### src/hdl/spmv_pkg.sv
`default_nettype none
package spmv_pkg;
    localparam int MAX_N = 16;
    localparam int IDX_W = $clog2(MAX_N);
    localparam int CNT_W = $clog2(MAX_N + 1);
    localparam int ACC_W = 32 + 32 + IDX_W + 1;

    typedef enum logic [1:0] {
        OP_FILL = 2'd0,
        OP_WR_MAT = 2'd1,
        OP_WR_VEC = 2'd2,
        OP_MULT = 2'd3
    } op_t;

    typedef struct packed {
        logic [1:0] opcode;
        logic [3:0] row;
        logic [3:0] col;
        logic signed [31:0] value;
    } req_t;

    typedef struct packed {
        logic [3:0] out_row;
        logic signed [47:0] out_value;
        logic last;
    } rsp_t;

    // Per-cell control broadcast from the sequencer
    typedef struct packed {
        logic fill;
        logic wr_mat;
        logic [IDX_W-1:0] wr_r;
        logic [IDX_W-1:0] wr_c;
        logic signed [31:0] wr_val;
        logic shift;
    } cell_ctl_t;

    function automatic logic signed [47:0] sat48(input logic signed [ACC_W-1:0] acc);
        logic signed [ACC_W-17:0] s;
        s = acc[ACC_W-1:16];
        if (s > $signed({{(ACC_W-63){1'b0}}, 47'h7FFF_FFFF_FFFF}))
            return 48'sh7FFF_FFFF_FFFF;
        else if (s < $signed({{(ACC_W-63){1'b1}}, 47'h0}))
            return 48'sh8000_0000_0000;
        else
            return s[47:0];
    endfunction
endpackage
`default_nettype wire

### src/hdl/spmv_mac.sv
`default_nettype none
// Multiply registered, then accumulate.
module spmv_mac (
    input  wire logic                              clk,
    input  wire logic                              clr,
    input  wire logic                              en,
    input  wire logic signed [31:0]                a,
    input  wire logic signed [31:0]                b,
    output logic signed [spmv_pkg::ACC_W-1:0]      acc
);
    logic signed [63:0] prod_reg;
    logic signed [spmv_pkg::ACC_W-1:0] acc_reg;
    always_ff @(posedge clk)
    begin
        prod_reg <= a * b;
        if (clr)
            acc_reg <= '0;
        else if (en)
            acc_reg <= acc_reg + spmv_pkg::ACC_W'(prod_reg);
    end
    assign acc = acc_reg;
endmodule
`default_nettype wire

### config.mk
export PLATFORM = sky130hd
export DESIGN_NAME = spmv_mac
export DESIGN_NICKNAME = d
export VERILOG_FILES = /design/src/hdl/spmv_pkg.sv /design/src/hdl/spmv_mac.sv
export SDC_FILE = /design/constraint.sdc
export NUM_CORES = 2
export LEC_CHECK = 0
export BUFFER_PORTS_ARGS = -buffer_cell sky130_fd_sc_hd__buf_2
export CORE_UTILIZATION = 30
export CTS_CLUSTER_DIAMETER = 40
export DETAILED_ROUTE_END_ITERATION = 10
export GPL_ROUTABILITY_DRIVEN = 0
export PLACE_DENSITY = 0.51
export SYNTH_ARGS = -nofsm -noshare
export SYNTH_HDL_FRONTEND = slang
export SYNTH_SLANG_ARGS = --single-unit
### constraint.sdc
create_clock -name clk -period 13.7 [get_ports clk]
set_input_delay 1.37 -clock clk [delete_from_list [all_inputs] [get_ports clk]]
set_output_delay 1.37 -clock clk [all_outputs]
set_load 0.1 [all_outputs]
**Word level (Yosys, flattened, before mapping)**

Cells that the tools add are included.
Widths: inputs -> output; s select.

- Input bits: 67
- Register bits after elaboration: 133
- RAM bits: 0
- Latch bits: 0
- Bits in read-only memories: 0
- Memories kept: 0
- Logic and storage cells: 4

- Shift operators: 0
- Div/mod/pow operators: 0
- Mux-type cells: 0
- Add/sub/neg operators: 1
- Multipliers: 1
- Eq/ne operators: 0
- $lt $le $gt $ge: 0
- Bitwise operators: 0
- Reduce and logical (&&, ||, !) cells: 0

Operator list:

| cell | number |
|---|---|
| $add 69x64->69 | 1 |
| $mul 32x32->64 | 1 |

**Logic depth before layout (Yosys ltp)**

- Depth after elaboration: 1
- Gate-level depth with buffers: 28

**Worst setup path after synthesis**

Ideal clock, no wire load.

- Kind: input to register
- Start point: in a[31]
- End point: reg prod_reg[61]
- Stages on the path: 26
- Slack: 4.948 ns
- Arrival time: 8.690 ns
- Required time: 13.638 ns
- Buffers on the path: 1
- Cells stage by stage: clkbuf_1 > nand2_1 > inv_1 > fa_1 > inv_1 > fa_1 > inv_1 > fa_1 > fa_1 > inv_1 > fa_1 > inv_1 > fa_1 > inv_1 > fa_1 > fa_1 > inv_1 > ha_1 > a21o_1 > a211oi_1 > nand2_1 > or2_1 > o221ai_2 > o31ai_2 > or4b_1 > nand3_1

- Cells in the longest elaborated chain, start to end: 1

Ends and longest elaborated chain:

| item | RTL line | RTL |
|---|---|---|
| start, declared | spmv_mac.sv:7 | `input wire logic signed [31:0] a,` |
| $mul 32x32->64 | spmv_mac.sv:15 | `prod_reg <= a * b;` |
| end signal, assigned | spmv_mac.sv:15 |  |
| end, declared | spmv_mac.sv:11 | `logic signed [63:0] prod_reg;` |

Every way passes these cells.
A chain may end at the register's enable or synchronous reset.

**Worst setup path in the final report**

- Start point: in b[5]
- End point: reg prod_reg[61]

- Cells in the longest elaborated chain, start to end: 1

Ends and longest elaborated chain:

| item | RTL line | RTL |
|---|---|---|
| start, declared | spmv_mac.sv:8 | `input wire logic signed [31:0] b,` |
| $mul 32x32->64 | spmv_mac.sv:15 |  |

Every way passes these cells.

==> impl_metrics.tcl <==
set metrics [dict create \
    die_height_um 385 \
    post_drt_via_cell_ratio 4.72 \
    synth-seq-area-share_pct 6.05 \
    grt_max_degree 70 \
    die_w_um 385 \
    finalWorstSetupSlack_ps 4180 \
    clkTransAtPathRegs_ps 60 \
    crit_fanout 32 \
    async_flop_share_pct 0 \
    port_buffers 135 \
    dp_cells 6590 \
    hold_buffers 0 \
    final.min_clock_period_ps 9520 \
    gr-usage-met2_pct 31.4 \
    remaining_drc_errors 0 \
    timing.final.crit_share_pct 69.5 \
    timing.setup.tns_ps 0 \
    use_met1_pct 20.4 \
    maxSlewViolCount 0 \
    hold_viol 0 \
    cts_resized 0 \
    drt_iter0_drc 1463 \
    ios 136 \
    startpoint_type "input port" \
    grt_use_total_pct 16.9 \
    critPathSlowestCell "fa_1" \
    status "completed" \
    largest_reg_flops 69 \
    slowest_delay_ps 920 \
    dieArea_mm2 0.148 \
    layout.cells.non_filler 6624 \
    crit_type "in2reg" \
    synth_top_area_share_pct 49.3 \
    clockBufferDepth 2 \
    cts_max_level 4 \
    synth_area_mm2 0.0440 \
    synth-edff-count 0 \
    nets 6094 \
    hold_path.class "reg2reg" \
    syn_avg_cell_area_um2 9.24 \
    setup_viol_count_final 0 \
    cp_top_family "adder cells" \
    grt-ovfl-total 0 \
    use_met3_pct 1.52 \
    synth-warning-count 0 \
    fillCellCount 15200 \
    cts_tree "yes" \
    drt_pass1_iterations 8 \
    grt_pass1_vias 34200 \
    start_util_pct 30.2 \
    fin_skew_ps 10.8 \
    synth-main-ff-cell "dfxtp_1" \
    synth_cell_types 86 \
    vias 31300 \
    core_region_area_mm2 0.146 \
    cp.buffers_inverters 8 \
    syn_to_final_growth_pct 6.56 \
    cpMostUsedCell "fa_1" \
    cp.required_ps 14080 \
    max_slew_margin_pct 21.2 \
    grt_setup_unrepaired "no" \
    fin_util_pct 32.2 \
    cts_root_buf "clkbuf_16" \
    crit_path_end_kind "flop" \
    fmax_ghz 0.105 \
    antenna_left 0 \
    clk_latency_ps 440 \
    post_drt_wl_per_cell_um 18.4 \
    yosys-top-cells-area "fa_1, inv_1, and2_1" \
    layout_commonest_cell "fa_1" \
    drt_wl_total_mm 122 \
    arrival_ps 9900 \
    grt_busiest_layer "met2" \
    syn_nets 6163 \
    place_ws_ps 3720 \
    tightest_slew_ps 1150 \
    cts_made_buffers 17 \
    antenna_found_initial 14 \
    synthCells 4761 \
    dpl.hpwl_mm 101 \
    clock-sinks 133 \
    max-cap-violations 0 \
    synth_largest_area_cell "fa_1" \
    rows 140 \
    grt_pass1_wl_mm 194 \
    post_cts_buffers 0 \
    synth_seq_cells 133 \
    drive_gt1_share_pct 4.57 \
    final_cell_mix "fa_1, inv_1, nand2_1, and2_1, ha_1" \
]
==> cell families (layout without fill, tap and decap cells) <==
group	after synthesis	count (layout)	share of synthesized area, %
mux	46	46	1.05
compound gates	453	453	7.05
simple gates	1431	1431	16.3
xor+xnor	126	126	2.51
other cells	0	3	0
fa+ha+maj	1335	1335	56.5
flops	133	133	6.05
buf+inv	1237	1180	10.6
==> cell usage after synthesis (all sizes together) (34+ instances only) <==
library cell,instances
fa,1083
inv,994
nand2,581
and2,525
ha,252
clkbuf,228
nor2,148
dfxtp,133
a21oi,130
xnor2,92
o21ai,80
a21o,66
mux2i,45
nand3,34
xor2,34
==> metrics by stage <==
stage	hold slack [ps]	cell area, um^2
final	490	46900
after detailed placement	485	46300
after CTS	494	46900
after global routing	525	46900
after global placement	472	46300
after floorplan	551	44000
==> cell type report <==
cell class	instances	area (um^2)	share of cell area [%]
repair buffers	155	828	1.77
well taps	1917	2400	5.12
inverters	994	3730	7.96
multi-input cells	3391	36600	78.2
flip-flops and latches	133	2660	5.68
diodes	3	7.51	0.0160
clock buffers	19	453	0.967
clock inverters	12	129	0.275
==> worst reg2reg max path: cells and delay by family, from the launching register on <==
| family | cells | cell delay (ps) |
|---|---|---|
| flops | 1 | 350 |
| buf+inv | 1 | 80 |
| compound gates | 5 | 1900 |
| fa+ha+maj | 2 | 630 |
| simple gates | 5 | 1130 |
==> metal layers <==
metal	share of wire, %	wire length [um]
met1	40	49100
met2	54	65800
met3	2.9	3590
met4	2.9	3580
met5	0.040	49
==> final timing paths <==
check | endpoint | cells after the start | slack, ps | from
worst max register to register | acc[56]$_SDFFE_PP0P_ | 13 | 9550 | acc[0]$_SDFFE_PP0P_
worst min-delay path | acc[57]$_SDFFE_PP0P_ | 2 | 490 | acc[57]$_SDFFE_PP0P_
worst max-delay path | prod_reg[61]$_DFF_P_ | 26 | 4180 | b[5]
worst min register to register | acc[57]$_SDFFE_PP0P_ | 2 | 490 | acc[57]$_SDFFE_PP0P_
Power is left out: the tool's default activity adds up to more than one toggle a clock period on the data nets, which glitch-free logic cannot reach.
