### config.mk
export PLATFORM = sky130hd
export DESIGN_NAME = spmv_cell
export DESIGN_NICKNAME = d
export VERILOG_FILES = /design/src/hdl/spmv_pkg.sv /design/src/hdl/spmv_cell.sv
export SDC_FILE = /design/constraint.sdc
export NUM_CORES = 1
export LEC_CHECK = 0
export ABC_AREA = 0
export BUFFER_PORTS_ARGS = -buffer_cell sky130_fd_sc_hd__clkbuf_2
export CORE_AREA = 2 2 248 299
export CTS_BUF_LIST = sky130_fd_sc_hd__clkbuf_8
export DETAILED_ROUTE_END_ITERATION = 12
export DIE_AREA = 0 0 250 301
export GPL_ROUTABILITY_DRIVEN = 1
export PLACE_DENSITY = 0.53
export SYNTH_ARGS = -nofsm -noshare
export SYNTH_HDL_FRONTEND = slang
export SYNTH_SLANG_ARGS = --single-unit
### constraint.sdc
create_clock -name clk -period 3.15 [get_ports clk]
set_input_delay 0.7875 -clock clk [delete_from_list [all_inputs] [get_ports clk]]
set_output_delay 0.7875 -clock clk [all_outputs]
set_load 0.01 [all_outputs]
### src/hdl/spmv_pkg.sv
`default_nettype none
package spmv_pkg;
    localparam int MAX_N = 16;
    localparam int IDX_W = $clog2(MAX_N);
    localparam int CNT_W = $clog2(MAX_N + 1);
    localparam int ACC_W = 32 + 32 + IDX_W + 1;

    typedef enum logic [1:0] {
        OP_FILL = 2'd0,
        OP_WR_MAT = 2'd1,
        OP_WR_VEC = 2'd2,
        OP_MULT = 2'd3
    } op_t;

    typedef struct packed {
        logic [1:0] opcode;
        logic [3:0] row;
        logic [3:0] col;
        logic signed [31:0] value;
    } req_t;

    typedef struct packed {
        logic [3:0] out_row;
        logic signed [47:0] out_value;
        logic last;
    } rsp_t;

    // Per-cell control broadcast from the sequencer
    typedef struct packed {
        logic fill;
        logic wr_mat;
        logic [IDX_W-1:0] wr_r;
        logic [IDX_W-1:0] wr_c;
        logic signed [31:0] wr_val;
        logic shift;
    } cell_ctl_t;

    function automatic logic signed [47:0] sat48(input logic signed [ACC_W-1:0] acc);
        logic signed [ACC_W-17:0] s;
        s = acc[ACC_W-1:16];
        if (s > $signed({{(ACC_W-63){1'b0}}, 47'h7FFF_FFFF_FFFF}))
            return 48'sh7FFF_FFFF_FFFF;
        else if (s < $signed({{(ACC_W-63){1'b1}}, 47'h0}))
            return 48'sh8000_0000_0000;
        else
            return s[47:0];
    endfunction
endpackage
`default_nettype wire

### src/hdl/spmv_cell.sv
`default_nettype none
// One matrix row (full, symmetric entries mirrored) and a circulating vector slot.
module spmv_cell (
    input  wire logic                          clk,
    input  wire logic [spmv_pkg::IDX_W-1:0]    my_row,
    input  wire spmv_pkg::cell_ctl_t           ctl,
    input  wire logic signed [31:0]            vec_in,
    input  wire logic [spmv_pkg::IDX_W-1:0]    col_sel,
    input  wire logic signed [31:0]            vec_load,
    input  wire logic                          vec_load_en,
    output logic signed [31:0]                 vec_out,
    output logic signed [31:0]                 mat_elem
);
    logic signed [31:0] row_reg [spmv_pkg::MAX_N];
    logic signed [31:0] vec_reg;

    always_ff @(posedge clk)
    begin
        for (int j = 0; j < spmv_pkg::MAX_N; j++)
        begin
            if (ctl.fill)
                row_reg[j] <= ctl.wr_val;
            else if (ctl.wr_mat &&
                     ((ctl.wr_r == my_row && ctl.wr_c == spmv_pkg::IDX_W'(j)) ||
                      (ctl.wr_c == my_row && ctl.wr_r == spmv_pkg::IDX_W'(j))))
                row_reg[j] <= ctl.wr_val;
        end
        if (vec_load_en)
            vec_reg <= vec_load;
        else if (ctl.shift)
            vec_reg <= vec_in;
    end

    assign vec_out  = vec_reg;
    assign mat_elem = row_reg[col_sel];
endmodule
`default_nettype wire

Word-level counts from Yosys, hierarchy flattened:

Memory sizes are Yosys's and may differ from the RTL's.
Cells that the tools add are included.

* bits in registers: 32
* memories: 1
* bits in writable memories: 512

* multiplexer cells: 68
* equal/unequal tests: 32
* bitwise gates (word level): 16
* reduce and logical (&&, ||, !) cells: 67

Memories
* row_reg: depth 16, bits a word 32, read ports 1, clocked after Yosys merged registers in 0, write ports 16, line spmv_cell.sv:14 `logic signed [31:0] row_reg [spmv_pkg::MAX_N];`

Operator list (count)
* $mux W32: 18
* $eq A4 B4 Y1 const B: 16
* $mux W1: 50
* $logic_and A1 B1 Y1: 48
* $eq A4 B3 Y1 const B: 8
* $eq A4 B2 Y1 const B: 4
* $logic_or A1 B1 Y1: 16
* $or A1 B1 Y1: 16
* $eq A4 B1 Y1 const B: 2
* $eq A4 B4 Y1: 2
* $logic_not A4 Y1: 2
* $reduce_bool A2 Y1: 1

Longest topological paths before layout:

* depth after elaboration: 8
* depth in mapped cells: 5

Least setup slack after synthesis:

OpenSTA, ideal clock, no wires.

* kind: input port to flip-flop
* start: input ctl[38] in the netlist's numbering
* end: memory row_reg[11][0] (enable)
* data required time: 2.758 ns
* setup slack: 0.273 ns
* setup time: 0.392 ns
* cell stages on the path: 4
* arrival: 2.485 ns
* path buffers: 0
* cell sequence: xnor2_1 nand3_1 nor4b_1 a221o_1

RTL lines
* start, declared: line spmv_cell.sv:6 `input wire spmv_pkg::cell_ctl_t ctl,`
* end, declared: line spmv_cell.sv:14

Final worst setup path:

* start: input col_sel[0] in the netlist's numbering
* end: output mat_elem[3]

* longest elaborated chain between the ends: 1

RTL lines
* start, declared: line spmv_cell.sv:8 `input wire logic [spmv_pkg::IDX_W-1:0] col_sel,`
* $mem_v2 Z16 W32
* end, declared: line spmv_cell.sv:12 `output logic signed [31:0] mat_elem`

Every way passes these cells.

==> results_dict.tcl <==
set metrics [dict create \
    outcome "finished clean" \
    cp_slowest_cell "mux4_2" \
    post-synth-top-count-cell "edfxtp_1" \
    drive_gt1_frac 0.416 \
    clkPwrFrac 0.349 \
    seq_area_frac_synth 0.786 \
    fp.dieW_um 250 \
    vias 10400 \
    crit_chain "buf_12 > buf_4 > buf_12 > mux4_2 > a22oi_1 > nand2_1 > clkbuf_2" \
    rows 108 \
    cp_num_buf_inv 4 \
    power_w 0.0157 \
    p_int_w 0.0121 \
    drt-pass1-iter-count 5 \
    largest_reg_flops 512 \
    seq_area_um2 16300 \
    path_clk_slew_ns 0.06 \
    place_area_um2 23500 \
    ant_nets 0 \
    io_buffers 180 \
    relSlewSlack 0.487 \
    globalplace.congestion 0.732 \
    multi_input_area_um2 4280 \
    rsz0062_at_grt "false" \
    syn_inst 901 \
    switching_share 0.232 \
    htreeDepth 3 \
    core_area_um2 72200 \
    setup_viol 0 \
    grt_pass1_wl_um 73700 \
    cts_tree "done" \
    vdd_ir_drop_max_uv 270 \
    nFillCells 6775 \
    synthArstFlopShare 0 \
    initial_core_util 0.288 \
    cts.sinks 544 \
    drt-initial-drc-count 630 \
    hp-class "primary input to flop" \
    share_seq_of_total_power 0.559 \
    die-height_um 301 \
    fin_setup_tns_ns 0 \
    synth.top_cell.area_share 0.786 \
    max_cap_violations 0 \
    max_stage_delay_ns 0.49 \
    holdWs_ns 0.429 \
    grt_overflow_total 0 \
    clockBufferDepth 3 \
    maxSlewViolCount 0 \
    netlist_area_um2 20800 \
    final_cells 2187 \
    leakage_nw 8.83 \
    period_needed_ns 3.04 \
    final_design_area_no_fill_um2 25200 \
    critPathCaptureType "primary output" \
    ys_ff_latch 544 \
    synthDistinctLibCells 20 \
    die_area_um2 75300 \
    tightest_slew_ns 0.770 \
    area_growth_pct 21.4 \
    cp_max_fo 9 \
    dp.cells 2016 \
    ys_warn_count 0 \
    final-hold-violation-count 0 \
    wl_um 50800 \
    synthTopCellsByArea "edfxtp_1 (79%), mux4_2 (14%), a22oi_1 (2.3%), mux2_2 (1.7%), a221o_1 (0.77%)" \
    dp_hpwl_um 27300 \
    wl_per_cell_um 23.2 \
    powerDensity_nw_per_um2 623 \
    synth_edf_count 544 \
    antenna_found_initial 4 \
    grtUsageTotal 0.134 \
    cp_common_cell "buf_12" \
    path_class "primary input to primary output" \
    cts_made_buffers 89 \
    grt_max_degree 33 \
    fmax_mhz 329 \
    clk_root_buffer_cell "clkbuf_8" \
    synthesis.nets 1018 \
    vias_per_cell 4.75 \
    finalCritPeriodShare 0.964 \
    critical_path.top_delay_family "buffers and inverters" \
    drc 0 \
    p_comb_frac 0.092 \
    nets 1297 \
    syn_avg_cell_area_um2 23.1 \
    p_switching_w 0.00365 \
    dominantRegCellSynth "edfxtp_1" \
    grt_pass1_vias 11500 \
    required_ns 2.36 \
    start_kind "primary input" \
    cp_data_arrival_time_ns 2.25 \
    synth.largest_area_cell "edfxtp_1" \
    hold_buffers 0 \
    pin_count 181 \
    synthTopCellsByCount "edfxtp_1 (544), mux4_2 (128), a22oi_1 (64)" \
]
==> through the flow <==
stage | worst slack, ns | util
after global placement | -0.00168 | 0.326
after global routing | 0.0244 | 0.350
final | 0.114 | 0.350
after floorplan | 0.273 | -
after detailed placement | -0.0000659 | 0.326
after CTS | 0.00903 | 0.348
==> path summary, 6_finish.rpt <==
check                 startpoint          end  slack, ns  depth (start not counted)
worst max-delay path  col_sel[0]  mat_elem[3]       0.11                          7
worst min-delay path  vec_in[11]  vec_out[11]       0.43                          2
==> layout make-up <==
type	instances	share of cell area
inverter	2	0.000297
sequential	544	0.647
multi-input combinational	307	0.169
tap	935	0.0464
clock inverter	71	0.0130
clock buffer	91	0.0496
timing repair buffer	236	0.0739
antenna	1	0.0000992
==> cell families after synthesis <==
kind of cell | Yosys count | share of synthesized area
compound gates | 80 | 0.0308
mux | 160 | 0.156
simple gates | 59 | 0.0129
buf+inv | 50 | 0.0111
flops | 544 | 0.786
xor+xnor | 8 | 0.00337
==> cell usage in the layout (no fill, tap or decap), drive strengths merged <==
master	instances
mux2	32
clkbuf	272
nand3	3
bufinv	1
clkinv	28
edfxtp	544
nand2	35
nor2b	6
buf	55
xnor2	8
diode	1
a22oi	64
and2	3
inv	41
nor4	4
a221o	16
or2	1
nor2	3
clkinvlp	3
mux4	128
nor4b	1
nor3	3
==> power by group through the flow <==
| stage | logic, W | registers, W | clock network, W |
|---|---|---|---|
| final | 0.00145 | 0.00879 | 0.00549 |
| after global routing | 0.00157 | 0.00884 | 0.00596 |
| after CTS | 0.00148 | 0.00879 | 0.00570 |
| after detailed placement | 0.00147 | 0.00894 | 0 |
| after global placement | 0.00146 | 0.00890 | 0 |
| after floorplan | 0.000749 | 0.00891 | 0 |
==> metal layers <==
layer  global-route usage  routed length (um)  up-vias
met2                0.232               25700      330
met5                    0                  33        -
met3               0.0313                2770       80
li1                     -                   -     4456
met4               0.0448                1030        6
met1                0.166               21200     5525
==> timing repair <==
item | in CTS | in global routing
pin swaps | 0 | 1
setup buffers | 0 | 5
setup endpoints to repair | 1 | 17
gates cloned | 0 | 3
resized for setup | 1 | 6
Note: power is estimated with default switching activity, not from simulation.
